File: config.mk
export PLATFORM = sky130hd
export DESIGN_NAME = vpt_ctrl
export DESIGN_NICKNAME = d
export VERILOG_FILES = /design/src/sv/vpt_pkg.sv /design/src/sv/vpt_ctrl.sv
export SDC_FILE = /design/constraint.sdc
export NUM_CORES = 1
export LEC_CHECK = 0
export BUFFER_PORTS_ARGS = -buffer_cell sky130_fd_sc_hd__clkbuf_2
export CAP_MARGIN = 25
export CORE_MARGIN = 8
export CORE_UTILIZATION = 50
export DETAILED_ROUTE_END_ITERATION = 8
export HOLD_SLACK_MARGIN = 0.1
export PLACE_DENSITY = 0.81
export SLEW_MARGIN = 0
export SYNTH_ARGS = -nofsm -noshare
export SYNTH_HDL_FRONTEND = slang
export SYNTH_SLANG_ARGS = --single-unit
File: constraint.sdc
create_clock -name clk -period 3.4 [get_ports clk]
set_clock_uncertainty 0.05 [all_clocks]
set_input_delay 0.17 -clock clk [delete_from_list [all_inputs] [get_ports clk]]
set_output_delay 0.17 -clock clk [all_outputs]
set_load 0.05 [all_outputs]
File: src/sv/vpt_pkg.sv
// Types, constants and the microcode table of the velocity PID core.
`default_nettype none
package vpt_pkg;

  localparam int unsigned WORD_W = 32;
  localparam int unsigned ACC_W  = 36;
  localparam int unsigned REG_W  = 31;
  localparam int unsigned PROD_W = 66;
  localparam int unsigned CFG_IDX_W = 8;

  // Anti-windup back-calculation gain, unsigned Q16.16
  localparam logic [WORD_W-1:0] WINDUP_GAIN_Q16 = 32'd0;

  // Configuration register indexes
  localparam logic [CFG_IDX_W-1:0] CFG_GAIN       = 8'd0;
  localparam logic [CFG_IDX_W-1:0] CFG_INT_TIME   = 8'd1;
  localparam logic [CFG_IDX_W-1:0] CFG_DER_TIME   = 8'd2;
  localparam logic [CFG_IDX_W-1:0] CFG_PFILT_TIME = 8'd3;
  localparam logic [CFG_IDX_W-1:0] CFG_DFILT_TIME = 8'd4;
  localparam logic [CFG_IDX_W-1:0] CFG_PERIOD     = 8'd5;
  localparam logic [CFG_IDX_W-1:0] CFG_OUT_LIMIT  = 8'd6;
  localparam logic [CFG_IDX_W-1:0] CFG_RATE_LIMIT = 8'd7;

  typedef enum logic [3:0] {
    OP_ADD, OP_SUB, OP_SHL1, OP_SAT, OP_MOV, OP_CLAMP, OP_MUL16, OP_MUL17, OP_DIV
  } op_t;

  typedef enum logic [4:0] {
    S_E0, S_EL, S_EBL, S_PL, S_DL, S_DBL, S_VL, S_UL, S_DRL, S_WF,
    S_T0, S_T1, S_T2, S_T3, S_T4, S_T5,
    S_GAIN, S_TI, S_TD, S_TP, S_TF, S_PER, S_OLIM, S_RLIM,
    S_SP, S_MS, S_WG, S_ZERO
  } sel_t;

  typedef struct packed {
    op_t  op;
    sel_t a;
    sel_t b;
    sel_t dst;
  } uop_t;

  typedef struct packed {
    logic load_in;
    logic exec;
    logic div_start;
    logic div_wb;
    logic load_out;
    uop_t uop;
  } cmd_t;

  typedef struct packed {
    logic div_done;
  } sts_t;

  localparam int unsigned UCODE_LEN = 64;
  localparam int unsigned PC_W = 6;

  function automatic uop_t mk(op_t op, sel_t a, sel_t b, sel_t dst);
    uop_t u;
    u.op = op; u.a = a; u.b = b; u.dst = dst;
    return u;
  endfunction

  function automatic uop_t ucode(logic [PC_W-1:0] pc);
    uop_t u;
    case (pc)
      // error
      6'd0:  u = mk(OP_SUB,   S_SP,   S_MS,   S_T0);
      6'd1:  u = mk(OP_SAT,   S_T0,   S_ZERO, S_E0);
      // filtered proportional rate
      6'd2:  u = mk(OP_SUB,   S_E0,   S_EL,   S_T0);
      6'd3:  u = mk(OP_SAT,   S_T0,   S_ZERO, S_T0);
      6'd4:  u = mk(OP_MUL16, S_T0,   S_GAIN, S_T0);
      6'd5:  u = mk(OP_SHL1,  S_T0,   S_ZERO, S_T0);
      6'd6:  u = mk(OP_SAT,   S_T0,   S_ZERO, S_T0);
      6'd7:  u = mk(OP_SHL1,  S_TP,   S_ZERO, S_T1);
      6'd8:  u = mk(OP_SUB,   S_PER,  S_T1,   S_T2);
      6'd9:  u = mk(OP_SAT,   S_T2,   S_ZERO, S_T2);
      6'd10: u = mk(OP_MUL16, S_T2,   S_PL,   S_T2);
      6'd11: u = mk(OP_SUB,   S_T0,   S_T2,   S_T0);
      6'd12: u = mk(OP_SAT,   S_T0,   S_ZERO, S_T0);
      6'd13: u = mk(OP_ADD,   S_PER,  S_T1,   S_T1);
      6'd14: u = mk(OP_SAT,   S_T1,   S_ZERO, S_T1);
      6'd15: u = mk(OP_DIV,   S_T0,   S_T1,   S_T3);
      // integral rate
      6'd16: u = mk(OP_SUB,   S_E0,   S_WF,   S_T0);
      6'd17: u = mk(OP_SAT,   S_T0,   S_ZERO, S_T0);
      6'd18: u = mk(OP_MUL16, S_T0,   S_GAIN, S_T0);
      6'd19: u = mk(OP_DIV,   S_T0,   S_TI,   S_T4);
      // filtered derivative rate
      6'd20: u = mk(OP_MUL16, S_GAIN, S_TD,   S_T0);
      6'd21: u = mk(OP_SHL1,  S_EL,   S_ZERO, S_T1);
      6'd22: u = mk(OP_SUB,   S_E0,   S_T1,   S_T1);
      6'd23: u = mk(OP_ADD,   S_T1,   S_EBL,  S_T1);
      6'd24: u = mk(OP_SAT,   S_T1,   S_ZERO, S_T1);
      6'd25: u = mk(OP_MUL16, S_T0,   S_T1,   S_T0);
      6'd26: u = mk(OP_SHL1,  S_T0,   S_ZERO, S_T0);
      6'd27: u = mk(OP_SHL1,  S_T0,   S_ZERO, S_T0);
      6'd28: u = mk(OP_SAT,   S_T0,   S_ZERO, S_T0);
      6'd29: u = mk(OP_DIV,   S_T0,   S_PER,  S_T0);
      6'd30: u = mk(OP_MUL16, S_PER,  S_DL,   S_T1);
      6'd31: u = mk(OP_SHL1,  S_T1,   S_ZERO, S_T1);
      6'd32: u = mk(OP_SAT,   S_T1,   S_ZERO, S_T1);
      6'd33: u = mk(OP_SUB,   S_T0,   S_T1,   S_T0);
      6'd34: u = mk(OP_SHL1,  S_TF,   S_ZERO, S_T1);
      6'd35: u = mk(OP_SUB,   S_PER,  S_T1,   S_T2);
      6'd36: u = mk(OP_SAT,   S_T2,   S_ZERO, S_T2);
      6'd37: u = mk(OP_MUL16, S_T2,   S_DBL,  S_T2);
      6'd38: u = mk(OP_SUB,   S_T0,   S_T2,   S_T0);
      6'd39: u = mk(OP_SAT,   S_T0,   S_ZERO, S_T0);
      6'd40: u = mk(OP_ADD,   S_PER,  S_T1,   S_T1);
      6'd41: u = mk(OP_SAT,   S_T1,   S_ZERO, S_T1);
      6'd42: u = mk(OP_DIV,   S_T0,   S_T1,   S_T5);
      // history shift
      6'd43: u = mk(OP_MOV,   S_DL,   S_ZERO, S_DBL);
      6'd44: u = mk(OP_MOV,   S_T5,   S_ZERO, S_DL);
      6'd45: u = mk(OP_MOV,   S_EL,   S_ZERO, S_EBL);
      6'd46: u = mk(OP_MOV,   S_E0,   S_ZERO, S_EL);
      6'd47: u = mk(OP_MOV,   S_T3,   S_ZERO, S_PL);
      // rate sum and trapezoid step
      6'd48: u = mk(OP_ADD,   S_T3,   S_T4,   S_T0);
      6'd49: u = mk(OP_ADD,   S_T0,   S_T5,   S_T0);
      6'd50: u = mk(OP_SAT,   S_T0,   S_ZERO, S_T0);
      6'd51: u = mk(OP_ADD,   S_T0,   S_VL,   S_T1);
      6'd52: u = mk(OP_MUL17, S_T1,   S_PER,  S_T1);
      6'd53: u = mk(OP_MOV,   S_T0,   S_ZERO, S_VL);
      6'd54: u = mk(OP_ADD,   S_UL,   S_T1,   S_T1);
      6'd55: u = mk(OP_SAT,   S_T1,   S_ZERO, S_UL);
      // clamp, step limit, anti-windup
      6'd56: u = mk(OP_CLAMP, S_UL,   S_OLIM, S_T0);
      6'd57: u = mk(OP_SUB,   S_T0,   S_DRL,  S_T0);
      6'd58: u = mk(OP_CLAMP, S_T0,   S_RLIM, S_T0);
      6'd59: u = mk(OP_ADD,   S_DRL,  S_T0,   S_T0);
      6'd60: u = mk(OP_SAT,   S_T0,   S_ZERO, S_DRL);
      6'd61: u = mk(OP_SUB,   S_UL,   S_DRL,  S_T0);
      6'd62: u = mk(OP_SAT,   S_T0,   S_ZERO, S_T0);
      6'd63: u = mk(OP_MUL16, S_T0,   S_WG,   S_WF);
      default: u = mk(OP_MOV, S_ZERO, S_ZERO, S_T0);
    endcase
    return u;
  endfunction

  // Saturate to signed 32 bits, returned sign-extended to the accumulator width
  function automatic logic signed [ACC_W-1:0] sat32(logic signed [PROD_W-1:0] x);
    logic signed [PROD_W-1:0] hi;
    logic signed [PROD_W-1:0] lo;
    hi = PROD_W'(64'sh7FFF_FFFF);
    lo = -PROD_W'(64'sh8000_0000);
    if (x > hi) return ACC_W'(hi);
    if (x < lo) return ACC_W'(lo);
    return x[ACC_W-1:0];
  endfunction

endpackage
`default_nettype wire

File: src/sv/vpt_ctrl.sv
// Controller: microcode sequencer and stream handshakes.
`default_nettype none
module vpt_ctrl
  import vpt_pkg::*;
(
  input  wire logic clk,
  input  wire logic rst_n,
  input  wire logic in_valid,
  output logic      in_ready,
  output logic      out_valid,
  input  wire logic out_ready,
  input  wire sts_t sts,
  output cmd_t      cmd
);

  typedef enum logic [1:0] {ST_IDLE, ST_RUN, ST_DIV, ST_DONE} state_t;

  state_t          state_r;
  logic [PC_W-1:0] pc_r;
  logic            out_valid_r;
  logic            last;

  assign last     = (pc_r == PC_W'(UCODE_LEN - 1));
  assign in_ready = (state_r == ST_IDLE);

  always_comb begin
    cmd           = '0;
    cmd.uop       = ucode(pc_r);
    cmd.load_in   = in_valid && in_ready;
    cmd.exec      = (state_r == ST_RUN) && (cmd.uop.op != OP_DIV);
    cmd.div_start = (state_r == ST_RUN) && (cmd.uop.op == OP_DIV);
    cmd.div_wb    = (state_r == ST_DIV) && sts.div_done;
    cmd.load_out  = (state_r == ST_DONE) && (!out_valid_r || out_ready);
  end

  always_ff @(posedge clk) begin
    if (!rst_n) begin
      state_r     <= ST_IDLE;
      pc_r        <= '0;
      out_valid_r <= 1'b0;
    end else begin
      if (cmd.load_out) begin
        out_valid_r <= 1'b1;
      end else if (out_ready) begin
        out_valid_r <= 1'b0;
      end
      case (state_r)
        ST_IDLE: begin
          if (cmd.load_in) begin
            pc_r    <= '0;
            state_r <= ST_RUN;
          end
        end
        ST_RUN: begin
          if (cmd.div_start) begin
            state_r <= ST_DIV;
          end else if (last) begin
            state_r <= ST_DONE;
          end else begin
            pc_r <= pc_r + 1'b1;
          end
        end
        ST_DIV: begin
          if (sts.div_done) begin
            if (last) begin
              state_r <= ST_DONE;
            end else begin
              pc_r    <= pc_r + 1'b1;
              state_r <= ST_RUN;
            end
          end
        end
        ST_DONE: begin
          if (cmd.load_out) begin
            state_r <= ST_IDLE;
          end
        end
        default: state_r <= ST_IDLE;
      endcase
    end
  end

  assign out_valid = out_valid_r;

endmodule
`default_nettype wire

Word level (Yosys, flattened, before mapping) --
Memory sizes are Yosys's and may differ from the RTL's. A register that Yosys moved wholly into a read port is not among the register bits. Index checks and enable logic that the tools add are counted.
Word-level totals: output and inout bits 26, ROM bits 1152, flip-flop bits (word level) 9, memories kept 1
Memories:
- (name not given) | words 64, width 18, rd ports 1, clocked after memory_dff 1, write ports 0, line vpt_pkg.sv:66 | case (pc)
Cells by class: add/subtract/negate cells 1, reduce and logical (&&, ||, !) cells 12, equal/unequal tests 11, muxes and demuxes 16
Operator list (number):
- 2-to-1 mux 6 bit | 6
- case mux 6 bit (3 select lines) | 1
- 2-to-1 mux 2 bit | 6
- case mux 2 bit (4 select lines) | 1
- AND reduction 4 bit | 2
- adder 6 x 1 -> 6 bit, second input constant | 1
- == test 6 bit, second input constant | 1
- != test 2 bit, second input constant | 3
- logical AND 1 bit | 5
- == test 2 bit, second input constant | 2
- == test 4 bit, second input constant | 1
- != test 4 bit, second input constant | 1
- != test 3 bit, second input constant | 1
- nonzero test 3 bit | 1
- == test 2 x 1 -> 1 bit, second input constant | 1
- logical NOT 2 bit | 1
- 2-to-1 mux 1 bit | 2
- != test 2 x 1 -> 1 bit, second input constant | 1
- nonzero test 2 bit | 1
- logical NOT 1 bit | 1
- logical OR 1 bit | 1

Logic depth before layout (Yosys ltp) --
Gate-level depths: netlist of run 1.
word-level depth 6, mapped depth 14, gate-level depth less buffers 13

Least setup slack after synthesis of run 1 --
No wires, ideal clock.
kind register to register, from reg state_r[0], to reg cmd[10] (netlist name), arrival 3457 ps, slack -234 ps, stages on the path, launching flop included 15, library setup time 127 ps, clock period less this slack 3634 ps, data required time 3223 ps, cell sequence dfxtp_1 -> inv_1 -> ha_1 -> nor2b_1 -> a2111o_1 -> a21o_1 -> a31oi_1 -> inv_2 -> ha_1 -> clkbuf_1 -> nand3_1 -> o21ai_0 -> a221o_1 -> nand3_1 -> o211ai_1
Between the ends: longest elaborated chain between the ends 6, elaborated cells on any way between the ends 13
RTL lines:
- from (decl) | line vpt_ctrl.sv:18 | state_t state_r;
- from (signal assigned) | line vpt_ctrl.sv:38 | state_r <= ST_IDLE;
- from (signal assigned) | line vpt_ctrl.sv:51 | state_r <= ST_RUN;
- from (signal assigned) | line vpt_ctrl.sv:56 | state_r <= ST_DIV;
- logical NOT 2 bit * | line vpt_ctrl.sv:24 | assign in_ready = (state_r == ST_IDLE);
- named net in_ready | line vpt_ctrl.sv:9 | output logic in_ready,
- logical AND 1 bit | line vpt_ctrl.sv:29 | cmd.load_in = in_valid && in_ready;
- != test 2 x 1 -> 1 bit (no line)
- AND reduction 4 bit (no line)
- 2-to-1 mux 6 bit (no line) * (2 in series)
The timed path passes the listed nets; every way through them passes the cells marked *. A chain may end at the register's enable or synchronous reset.

Final worst setup path of run 1 --
from reg state_r[1], to reg cmd[9] (netlist name)
Between the ends: longest elaborated chain between the ends 6, elaborated cells on any way between the ends 13
RTL lines (line):
- == test 2 x 1 -> 1 bit or logical NOT 2 bit (tied branches) | vpt_ctrl.sv:31, vpt_ctrl.sv:47, vpt_ctrl.sv:24
- logical AND 1 bit, on equally long branches | vpt_ctrl.sv:31, vpt_ctrl.sv:29
- != test 2 bit (no line) or != test 2 x 1 -> 1 bit (tied branches)
- AND reduction 4 bit (no line)
- 2-to-1 mux 6 bit (no line) * (2 in series)
Mark *: on every way between the ends. The rest lies on a longest branch, timed or not.

==> run summary, run 1 <==
The count of cell types in the netlist came out at 65. The area of the core region is 0.00504 mm². The switching portion of total power came out at 50.6%. The share of cells above drive strength 1 came out at 24.8%.

The hold violation total from the final report was 0. The residual overflow from global routing came out at 0. The class of the most critical setup path is flip-flop to flip-flop. The number of levels in the clock H-tree is 1. In the layout the commonest cells are nand2_1, clkbuf_2, a21oi_1, dfxtp_1, buf_4.

The floorplan step defined a die boundary enclosing 0.00773 mm². The final net count came out at 406. The post-synthesis instance area is 0.00259 mm². The leakage power figure is 1.17 nW. The final antenna diode count is 0. The initial antenna violation count is 0. The synthesized design contains 27 register bits. The via count of the first global-routing pass was 2788. The total power draw is 1.54 mW. The worst path meets setup with 0.0963 ns of slack. In this run the deepest clock path goes through 2 buffers.

The largest individual stage delay along the critical path comes from the cell dfxtp_1. The number of fill cells is 463. The final RePlAce weighted congestion came out at 1.00. The average instance in the mapped netlist occupies 7.33 µm².

Broken down by cell family, the worst path's largest delay share belongs to compound AO/OA/AOI/OAI gates. Setup repair after global routing could not meet its margin everywhere. The number of DRC violations after detailed-routing iteration 0 came out at 544. The number of nets in the synthesized netlist is 375.

The worst setup path is launched from a flip-flop. The async set-reset flop share out of synthesis came out at 0%. Along the worst path, the maximum fanout reaches 8. The clock network fraction of total power is 13.1%. The remaining routing DRC violations came out at 0. The post-detailed-routing wire length is 9040 µm. The minimum clock period after layout is 3.30 ns. The tool flagged a number of max-cap violations equal to 0. The arrival time of the worst setup path came out at 3.43 ns. The total number of placement rows is 26. Prior to clock tree synthesis, the placed netlist has a worst setup slack of 0.00514 ns. The insertion delay to the later sink of the worst-skew pair is 0.29 ns. The overall via count from detail_route is 3106. The number of enable flip-flop cells after synthesis came out at 0. The average detailed-routed wire length per instance is 20.0 µm. The vertical die dimension is 87.9 µm. The final cell count without fillers is 453. The largest single stage delay on the critical path is 0.41 ns. After detailed routing, the number of vias per cell comes to 6.86. Of the synthesized area, sequential elements account for 20.9%. The number of clock sinks is 27. The largest area contributor in the synthesized netlist is dfxtp_1.

The clock transition at the registers of the reported paths is 0.11 ns. TritonCTS built the clock tree. Once the floorplan was initialized, standard cells occupied 51.3% of the core. The run finished with clean final reports. For the final routed database, the setup TNS stands at 0 ns. The worst slew slack as a fraction of its limit came out at 56.3%. The worst-case vdd ir drop is 0.000280 V. Clock tree synthesis selected as its root buffer the cell clkbuf_8. After detailed placement, the total cell area comes to 0.00290 mm². The proportion of power drawn by flip-flops and latches came out at 25.1%. The maximum number of pins on one net before global-route repair is 19.

The first-pass GRT wire length came out at 14300 µm. In this run the power spent charging and discharging nets is 0.779 mW. The required time of the critical path is 3.53 ns. The final design instance area without fill is 0.00299 mm². The portion of total power attributed to combinational logic came out at 61.7%. The most common flop cell mapped by yosys is dfxtp_1.

The overall routing resource usage is 23.5%. The layout overhead on the synthesized area is 15.7%. Power spread over the standard cell area amounts to 514 mW/mm².

The worst hold path belongs to the class primary input to flip-flop. Setup violations remaining at the end of the flow were counted as 0. Including well taps, the total number of placed cells is 447. After layout, the worst path uses 97.2% of the clock period. The slew at the pin closest to its max-slew limit is 0.656 ns.

The final cell utilization of the core came out at 59.4%. Leaving out fill and tap cells, the most frequent cell in the layout is nand2_1. Sorting the synthesized cells by area gives the leading types as dfxtp_1, ha_1, nand2_1, a21oi_1, o21ai_0. The fmax is 303 MHz.

Synthesis handed over a netlist of 353 instances. The detailed-router iteration count before antenna repair came out at 6. The final count of pins violating max slew is 0. The count of buffers added on input and output ports is 29. During synthesis, Yosys emitted a total of 0 warnings. The die span in x came out at 87.9 µm. Traced cell by cell, the critical path runs through inv_1 > ha_2 > nor2b_2 > a2111o_1 > a21o_1 > a31o_2 > ha_2 > buf_4 > nor3_2 > a211oi_1 > o32a_1. Counting stages on the worst path, the most repeated cell is ha_2.

The placed wire-length estimate is 6560 µm. Across all hold checks on the routed design, the worst slack comes to 0.120 ns. The worst setup path is captured at a flip-flop. 31 I/O pins were placed. The critical path contains buffers and inverters numbering 2 combined. The cell-internal power is 0.759 mW. The detail route stage leaves a number of antenna-violating nets equal to 0. In this run the biggest area consumer among cell types represents 20.9% of the synthesized area. The CTS buffer count is 3.
==> synth_stat cells (4+ instances only) <==
cell,instances
a211oi_1,10
clkbuf_1,14
ha_1,17
nor3_1,7
nor2_1,24
buf_2,14
a32oi_1,4
a21oi_1,27
and2_1,7
a221o_1,4
o22ai_1,5
inv_1,9
dfxtp_1,27
a21o_1,4
o211ai_1,11
o21ai_0,22
a31oi_1,9
nand3_1,14
a221oi_1,6
nand2_1,46
==> cell type report <==
| type | instances | area [µm²] | area share (%) |
|---|---|---|---|
| clock buffer | 3 | 41.3 | 1.38 |
| clock inverter | 1 | 5.00 | 0.167 |
| inverter | 14 | 61.3 | 2.05 |
| multi-input combinational | 281 | 1890 | 63.1 |
| sequential | 27 | 541 | 18.1 |
| tap | 70 | 87.6 | 2.93 |
| timing repair buffer | 57 | 368 | 12.3 |
==> metal layers <==
metal / wire [µm] / share of wire (%) / global-route usage (%) / vias up
met5: 0 / 0 / 0 / -
met4: 243 / 2.7 / 11.9 / 0
met3: 1340 / 15 / 6.47 / 31
met2: 3800 / 42 / 34.1 / 282
met1: 3650 / 40 / 30.7 / 1406
li1: - / - / - / 1387
==> tightest hold or removal path: cells and delay by family <==
kind          cells  cell delay, ns
buf+inv           1            0.08
simple gates      3            0.19
==> flip-flops by register name, summed over array words and instances, names as in the netlist <==
register and count:
cmd 18, out_valid 1, pc_r 6, state_r 2
==> power by group through the flow <==
stage | Clock (mW) | Sequential (mW) | Combinational (mW)
2_1_floorplan | 0 | 0.503 | 0.559
3_3_place_gp | 0 | 0.392 | 0.893
3_5_place_dp | 0 | 0.393 | 0.900
4_1_cts | 0.200 | 0.386 | 0.910
5_1_grt | 0.214 | 0.392 | 1.02
6_report | 0.202 | 0.386 | 0.950
==> what timing repair did <==
item,4_1_cts,5_1_grt
buffers inserted,1,1
resized for setup,0,13
setup endpoints to repair,1,9
hold buffers,0,0
pin swaps,0,1
==> logic make-up (layout without fill, tap and decap cells) <==
| family | count (synthesis) | in the layout | share of synthesized area (%) |
|---|---|---|---|
| and+or+nand+nor | 121 | 121 | 23.2 |
| DFF | 27 | 27 | 20.9 |
| AOI/OAI and AO/OA | 140 | 140 | 39.0 |
| adders and majority gates | 17 | 17 | 8.22 |
| other | 1 | 1 | 0.145 |
| buffers and inverters | 45 | 75 | 7.88 |
| xor gates and xnor gates | 2 | 2 | 0.677 |
==> path summary, 6_finish.rpt <==
check / cells past startpoint / startpoint / slack (ns) / end
setup / recovery: 11 / state_r[1] / 0.1 / cmd[9]
setup reg to reg: 11 / state_r[1] / 0.1 / cmd[9]
hold / removal: 4 / out_ready / 0.12 / out_valid
hold reg to reg: 1 / pc_r[0] / 0.57 / pc_r[0]
(Power assumes the default switching activity.)
==> inputs of run 2 (changes only) <==
--- a/config.mk
+++ b/config.mk
@@ -7,11 +7,14 @@
 export LEC_CHECK = 0
 export BUFFER_PORTS_ARGS = -buffer_cell sky130_fd_sc_hd__clkbuf_2
 export CAP_MARGIN = 25
+export CELL_PAD_IN_SITES_DETAIL_PLACEMENT = 1
+export CELL_PAD_IN_SITES_GLOBAL_PLACEMENT = 2
+export CORE_ASPECT_RATIO = 1.4
 export CORE_MARGIN = 8
-export CORE_UTILIZATION = 50
+export CORE_UTILIZATION = 30
 export DETAILED_ROUTE_END_ITERATION = 8
 export HOLD_SLACK_MARGIN = 0.1
-export PLACE_DENSITY = 0.81
+export PLACE_DENSITY = 0.84
 export SLEW_MARGIN = 0
 export SYNTH_ARGS = -nofsm -noshare
 export SYNTH_HDL_FRONTEND = slang
==> run summary, run 2 (synthesized netlist as in run 1, its figures left out) <==
The final antenna diode count came out at 0 (unchanged). The overall via count from detail_route was 3041 (was 3106). The instance count along the most critical hold path is 4 (unchanged). The cell-internal power is 0.845 mW (was 0.759 mW). The standard cell with the maximum stage delay on the critical path is a2111o_1 (was dfxtp_1).

The layout overhead on the synthesized area is 21.0% (was 15.7%). The proportion of power drawn by flip-flops and latches was 23.4% (was 25.1%). The worst-case reg-to-reg path depth is 15 (was 11). The final cell count without fillers is 495 (was 453). The total power density per cell area is 530 mW/mm² (was 514 mW/mm²). The sink of the worst hold path was out_valid (unchanged).

The placed wire-length estimate is 8090 µm (was 6560 µm). The area of the core region came out at 0.00851 mm² (was 0.00504 mm²). The worst-case vdd ir drop is 0.000398 V (was 0.000280 V). The category of the worst setup path launch point is a flip-flop (unchanged). The detailed-router iteration count before antenna repair is 4 (was 6). The post-detailed-routing wire length is 11000 µm (was 9040 µm). The endpoint of the lowest-slack register-to-register path was cmd[11] (was cmd[9]).

The clock network fraction of total power was 17.6% (was 13.1%). The number of clock sinks is 27 (unchanged). Commonest non-fill, non-tap cells in the layout: nand2_1, buf_4, clkbuf_2, a21oi_1, dfxtp_1 (was nand2_1, clkbuf_2, a21oi_1, dfxtp_1, buf_4). The slew at the pin closest to its max-slew limit came out at 0.589 ns (was 0.656 ns). The routed via count divided by cell count is 6.14 (was 6.86). The internal reg-to-reg setup slack came out at 0.11 ns (was 0.1 ns). The final setup violation count came to 0 (unchanged).

The number of DRC violations after detailed-routing iteration 0 came out at 316 (was 544). Cells along the critical path: inv_1 > ha_1 > nor2b_4 > a2111o_1 > a21o_1 > a31oi_4 > inv_2 > buf_4 > ha_1 > buf_4 > nand2_1 > a2bb2oi_1 > o21ai_0 > o211ai_1 > o31a_1 (was inv_1 > ha_2 > nor2b_2 > a2111o_1 > a21o_1 > a31o_2 > ha_2 > buf_4 > nor3_2 > a211oi_1 > o32a_1). The cts-stage hold buffer count came out at 0 (unchanged).

The final RePlAce weighted congestion is 0.953 (was 1.00). The average detailed-routed wire length per instance is 22.2 µm (was 20.0 µm). The number of levels in the clock H-tree came out at 1 (unchanged).

The flip-flop count of the largest register, all copies and words added is 18 (unchanged). The power spent charging and discharging nets is 0.815 mW (was 0.779 mW). The clock transition at the registers of the reported paths is 0.08 ns (was 0.11 ns). The remaining routing DRC violations came out at 0 (unchanged). The buffering stage count on the worst path with inverters included came to 4 (was 2). The antenna violation net count after detailed routing came to 0 (unchanged). The insertion delay to the later sink of the worst-skew pair is 0.27 ns (was 0.29 ns).

The die span in x came out at 94.5 µm (was 87.9 µm). The final hold slack was 0.157 ns (was 0.120 ns). The number of placed cells counting well taps was 487 (was 447). Result of the run: finished, final reports clean (unchanged). The count of input and output buffers came out at 29 (unchanged). The number of max-capacitance violations reported is 0 (unchanged). The vertical die dimension is 126 µm (was 87.9 µm). The overall routing resource usage is 18.1% (was 23.5%). The critical path capture point type is a flip-flop (unchanged). The biggest cell delay along the critical path is 0.44 ns (was 0.41 ns). The final count of pins violating max slew came out at 0 (unchanged). The via count of the first global-routing pass was 3115 (was 2788). The total number of placement rows came out at 40 (was 26).

The residual overflow from global routing came out at 0 (unchanged). The final net count is 413 (was 406). The category of cells accounting for the largest share of critical-path delay is compound AO/OA/AOI/OAI gates (unchanged). The class of the most critical setup path is flip-flop to flip-flop (unchanged).

The initial antenna violation count was 0 (unchanged). The switching portion of total power came out at 49.1% (was 50.6%). The clock tree from TritonCTS is done (unchanged). The number of top-level design ports came out at 31 (unchanged). The required time of the critical path is 3.57 ns (was 3.53 ns).

The area of the die came out at 0.0119 mm² (was 0.00773 mm²). The maximum number of pins on one net before global-route repair is 28 (was 19). The leakage power figure is 1.22 nW (was 1.17 nW). The most frequent standard cell in the layout excluding fill and tap cells is nand2_1 (unchanged). The starting utilization of the core area is 30.4% (was 51.3%). The cell chosen for the clock root is clkbuf_16 (was clkbuf_8). The number of buffers between clock root and the deepest sink was 2 (unchanged).

The fmax came out at 304 MHz (was 303 MHz). The portion of total power attributed to combinational logic came out at 59.0% (was 61.7%). The CTS buffer count is 3 (unchanged).

The startpoint of the worst hold path is out_ready (unchanged). The path type of the worst min-delay path is primary input to flip-flop (unchanged). The worst slew slack as a fraction of its limit was 60.5% (was 56.3%). The first-pass GRT wire length came out at 17300 µm (was 14300 µm).

The critical register-to-register path startpoint was state_r[0] (was state_r[1]). The arrival time of the worst setup path came to 3.46 ns (was 3.43 ns). The minimum clock period after layout came out at 3.29 ns (was 3.30 ns). The critical-path maximum fanout is 8 (unchanged). The post-route clock period utilization is 96.6% (was 97.2%). The hold violation total from the final report is 0 (unchanged).

The share of cells above drive strength 1 came out at 26.4% (was 24.8%).
[run 2: cell types whose count changed in the layout (fill, tap and decap cells not counted), sizes merged]
cell      before  now
buf           28   35
clkinv         3    2
clkinvlp       0    1
[run 2: routing by layer]
| layer | GRT usage (%) | share of wire (%) | vias up |
|---|---|---|---|
| met2 | 31.4 | 51 | 111 |
| met1 | 21.3 | 40 | 1496 |
| met3 | 2.26 | 5.9 | 33 |
| met5 | 0 | 0 | - |
| li1 | - | - | 1401 |
| met4 | 8.21 | 4.1 | 0 |
[run 2: how the worst max path moves through the flow]
stage / from / depth (start not counted) / end
2_1_floorplan: state_r[0] / 12 / cmd[8]
4_1_cts: state_r[1] / 12 / cmd[16]
3_3_place_gp: state_r[1] / 12 / cmd[16]
5_1_grt: state_r[1] / 15 / cmd[11]
3_5_place_dp: state_r[1] / 12 / cmd[16]
6_report: state_r[0] / 15 / cmd[11]
[run 2: cell type report]
| type | instances | area [µm²] |
|---|---|---|
| Fill cell | 1096 | 5380 |
| Multi-Input combinational cell | 281 | 1910 |
| Sequential cell | 27 | 542 |
| Timing Repair Buffer | 64 | 408 |
| Tap cell | 105 | 131 |
| Clock buffer | 3 | 75.1 |
| Inverter | 14 | 58.8 |
| Clock inverter | 1 | 7.51 |
[run 2: worst register-to-register path, cell delays in order, from the launching register on]
cell and delay [ns]:
dfxtp_1 0.35, inv_1 0.09, ha_1 0.23, nor2b_4 0.15, a2111o_1 0.44, a21o_1 0.25, a31oi_4 0.33, inv_2 0.12
buf_4 0.20, ha_1 0.21, buf_4 0.17, nand2_1 0.13, a2bb2oi_1 0.16, o21ai_0 0.09, o211ai_1 0.10, o31a_1 0.16
[run 2: what timing repair did]
action | 4_1_cts | 5_1_grt
endpoints found under the setup margin | 0 | 16
buffers inserted | 0 | 4
resized for setup | 0 | 12
[run 2: power groups by stage]
stage | clock [mW] | combinational (mW) | sequential (mW)
floorplan | 0 | 0.559 | 0.503
global placement | 0 | 0.924 | 0.392
detailed placement | 0 | 0.943 | 0.395
CTS | 0.303 | 0.947 | 0.387
global route | 0.309 | 1.05 | 0.393
finish | 0.293 | 0.979 | 0.388
[run 2: through the flow]
stage	total power, mW	util (%)	setup TNS, ns	instance area, µm²	setup WS (ns)
after floorplan	1.06	-	0	2610	0.115
after global placement	1.32	34.9	0	2970	0.155
after detailed placement	1.34	34.9	0	2970	0.0575
after CTS	1.64	35.9	0	3050	0.0355
after global routing	1.75	36.8	-0.0126	3130	-0.0126
final	1.66	36.8	0	3130	0.115
==> inputs of run 3 (changes only) <==
--- a/config.mk
+++ b/config.mk
@@ -5,13 +5,14 @@
 export SDC_FILE = /design/constraint.sdc
 export NUM_CORES = 1
 export LEC_CHECK = 0
+export ABC_AREA = 1
 export BUFFER_PORTS_ARGS = -buffer_cell sky130_fd_sc_hd__clkbuf_2
 export CAP_MARGIN = 25
 export CELL_PAD_IN_SITES_DETAIL_PLACEMENT = 1
 export CELL_PAD_IN_SITES_GLOBAL_PLACEMENT = 2
 export CORE_ASPECT_RATIO = 1.4
 export CORE_MARGIN = 8
-export CORE_UTILIZATION = 30
+export CORE_UTILIZATION = 28
 export DETAILED_ROUTE_END_ITERATION = 8
 export HOLD_SLACK_MARGIN = 0.1
 export PLACE_DENSITY = 0.84
==> run summary, run 3 <==
The cell-internal power is 1.20 mW (was 0.845 mW). The instance count along the most critical hold path came out at 4 (unchanged). The worst slew slack as a fraction of its limit is 47.6% (was 60.5%). The largest area contributor in the synthesized netlist was nand2_1 (was dfxtp_1).

The destination of the critical timing path is cmd[13] (was cmd[11]). The first-pass GRT wire length is 17500 µm (was 17300 µm). The CTS buffer count is 3 (unchanged). The post-synthesis net count came to 500 (was 375). The post-place instance area is 0.00311 mm² (was 0.00297 mm²). The worst-case reg-to-reg path depth came to 17 (was 15). The number of clock sinks is 27 (unchanged). The post-route clock period utilization came out at 90.1% (was 96.6%). The cell count after synthesis is 478 (was 353). The number of top-level design ports came out at 31 (unchanged). The total power density per cell area came to 970 mW/mm² (was 530 mW/mm²). The minimum clock period after layout came to 3.06 ns (was 3.29 ns). The final setup violation count is 0 (unchanged). The remaining routing DRC violations is 0 (unchanged).

The final cell count without fillers came to 637 (was 495). The vertical die dimension is 136 µm (was 126 µm). The post-detailed-routing wire length came out at 11000 µm (about the same). The final design instance area without fill came out at 0.00319 mm² (was 0.00313 mm²).

The maximum number of pins on one net before global-route repair came out at 37 (was 28). The share of cells above drive strength 1 came out at 16.3% (was 26.4%). The detailed-router iteration count before antenna repair is 4 (unchanged). The critical register-to-register path startpoint is state_r[0] (unchanged). The share of Yosys cell area claimed by the top area cell type is 24.3% (was 20.9%). The via count of the first global-routing pass is 3357 (was 3115). The hold violation total from the final report came to 0 (unchanged).

The flip-flop count of the largest register, all copies and words added came out at 18 (unchanged). The power spent charging and discharging nets came to 1.89 mW (was 0.815 mW). Result of the run: finished, final reports clean (unchanged). The async set-reset flop share out of synthesis came out at 0% (unchanged). The startpoint of the worst hold path is out_ready (unchanged). The overall routing resource usage was 16.5% (was 18.1%). The final count of pins violating max slew came out at 0 (unchanged).

The placed wire-length estimate is 8720 µm (was 8090 µm). The proportion of power drawn by flip-flops and latches came out at 16.1% (was 23.4%). The leakage power figure came out at 1.77 nW (was 1.22 nW). The post-synthesis instance area is 0.00286 mm² (was 0.00259 mm²).

The final-layout setup total negative slack came out at 0 ns (unchanged). The layout overhead on the synthesized area is 11.7% (was 21.0%). The library cell with the highest instance count after synthesis is nand2_1 (unchanged). The cell chosen for the clock root is clkbuf_16 (unchanged). The number of enable flip-flop cells after synthesis came out at 0 (unchanged). The insertion delay to the later sink of the worst-skew pair came out at 0.27 ns (about the same). The yosys synthesis warning count came out at 0 (unchanged). The number of placed cells counting well taps came out at 633 (was 487). The area of the die is 0.0137 mm² (was 0.0119 mm²). The overall via count from detail_route came to 3235 (was 3041). The average size of a mapped cell is 5.98 µm² (was 7.33 µm²). The number of levels in the clock H-tree was 1 (unchanged). The final antenna diode count is 0 (unchanged).

The count of cell types in the netlist is 32 (was 65). The path type of the worst min-delay path is primary input to flip-flop (unchanged). The worst setup path startpoint is state_r[0] (unchanged). The clock transition at the registers of the reported paths came to 0.07 ns (was 0.08 ns).

The number of DRC violations after detailed-routing iteration 0 came to 267 (was 316). The area of the core region was 0.00990 mm² (was 0.00851 mm²). The internal reg-to-reg setup slack came out at 0.34 ns (was 0.11 ns).

List of most frequent post-synthesis cells: nand2_1, nand3_1, inv_1 (was nand2_1, a21oi_1, dfxtp_1). Setup repair after global routing left no endpoint under its margin. The critical-path maximum fanout came out at 12 (was 8). The slew at the pin closest to its max-slew limit is 0.785 ns (was 0.589 ns). The fmax came to 326 MHz (was 304 MHz). The most common flop cell mapped by yosys is dfxtp_1 (unchanged).

The die span in x came to 101 µm (was 94.5 µm). The clock network fraction of total power was 9.4% (was 17.6%). The initial antenna violation count was 0 (unchanged).

The antenna violation net count after detailed routing is 0 (unchanged). The required time of the critical path came to 3.53 ns (was 3.57 ns). The starting utilization of the core area is 28.9% (was 30.4%).

The most frequent standard cell in the layout excluding fill and tap cells is nand2_1 (unchanged). Commonest non-fill, non-tap cells in the layout: nand2_1, nand3_1, inv_1, clkbuf_2, dfxtp_1 (was nand2_1, buf_4, clkbuf_2, a21oi_1, dfxtp_1). The clock tree from TritonCTS is done (unchanged). The arrival time of the worst setup path is 3.19 ns (was 3.46 ns).

The count of input and output buffers was 29 (unchanged). The portion of total power attributed to combinational logic is 74.5% (was 59.0%). The register bit total from synthesis came out at 27 (unchanged). The category of the worst setup path launch point is a flip-flop (unchanged). The final cell utilization of the core is 32.2% (was 36.8%). The total number of placement rows came out at 43 (was 40). The switching portion of total power came out at 61.2% (was 49.1%). The cts-stage hold buffer count is 0 (unchanged). Top area cells in the synthesized netlist: nand2_1, dfxtp_1, nand3_1, ha_1, inv_1 (was dfxtp_1, ha_1, nand2_1, a21oi_1, o21ai_0). The number of buffers between clock root and the deepest sink is 2 (unchanged).

The endpoint of the lowest-slack register-to-register path is cmd[13] (was cmd[11]). The routed via count divided by cell count came to 5.08 (was 6.14). The worst-case vdd ir drop came out at 0.000386 V (was 0.000398 V).

The number of max-capacitance violations reported is 0 (unchanged). The final RePlAce weighted congestion is 0.922 (was 0.953). The average detailed-routed wire length per instance came to 17.3 µm (was 22.2 µm). The sequential cell area fraction in the yosys report came out at 18.9% (was 20.9%).

The final net count came out at 525 (was 413). The critical path capture point type is a flip-flop (unchanged). The class of the most critical setup path is flip-flop to flip-flop (unchanged).

The residual overflow from global routing came out at 0 (unchanged).
-- run 3: critical path, stage by stage, from the launching register on --
cell	delay, ns
dfxtp_1	0.37
inv_1	0.12
ha_1	0.25
nand2_1	0.11
nand2_2	0.08
nor2_4	0.12
nand2_2	0.19
nand2_1	0.16
nand3_1	0.22
inv_1	0.28
ha_1	0.27
nand4_1	0.24
nand2_1	0.17
nand2_1	0.06
nand2_1	0.08
nand2_1	0.07
nand2_1	0.05
nand2_1	0.04
-- run 3: area by class of cell --
class / instances / area [µm²]
Clock buffer: 4 / 78.8
Fill cell: 1387 / 6710
Inverter: 51 / 191
Multi-Input combinational cell: 380 / 1980
Sequential cell: 27 / 541
Tap cell: 135 / 169
Timing Repair Buffer: 40 / 228
-- run 3: through the flow --
stage | total power, mW | hold WS, ns | setup WS (ns)
3_5_place_dp | 2.79 | 0.409 | 0.306
3_3_place_gp | 2.77 | 0.397 | 0.430
6_report | 3.09 | 0.115 | 0.336
4_1_cts | 3.10 | 0.109 | 0.278
2_1_floorplan | 2.23 | 0.302 | 0.399
5_1_grt | 3.35 | 0.147 | 0.0199
-- run 3: routing by layer --
layer | routed length (µm) | track usage (%) | up-vias | part of all wire (%)
li1 | - | - | 1582 | -
met1 | 4310 | 17.2 | 1523 | 39
met2 | 5630 | 29.3 | 89 | 51
met3 | 407 | 2.16 | 41 | 3.7
met4 | 699 | 12.6 | 0 | 6.3
met5 | 0 | 0 | - | 0
-- run 3: how the worst min path moves through the flow --
stage / endpoint / slack, ns
finish: out_valid / 0.11
floorplan: out_valid / 0.30
global placement: out_valid / 0.40
CTS: out_valid / 0.11
global route: out_valid / 0.15
detailed placement: out_valid / 0.41
-- run 3: kinds of logic after synthesis --
logic type,share of synthesized area (%)
buffers and inverters,11.8
other,0.131
AOI/OAI and AO/OA,8.24
and+or+nand+nor,53.5
adders and majority gates,7.45
DFF,18.9
-- run 3: power by group through the flow --
stage	sequential, mW	combinational [mW]	clock [mW]
2_1_floorplan	0.761	1.47	0
3_3_place_gp	0.502	2.27	0
3_5_place_dp	0.508	2.28	0
4_1_cts	0.501	2.30	0.304
5_1_grt	0.511	2.53	0.309
6_report	0.499	2.31	0.290
-- run 3: timing repair --
| item | 4_1_cts | 5_1_grt |
|---|---|---|
| setup endpoints to repair | 0 | 2 |
| gates resized for setup | 0 | 1 |
| setup buffers | 0 | 0 |
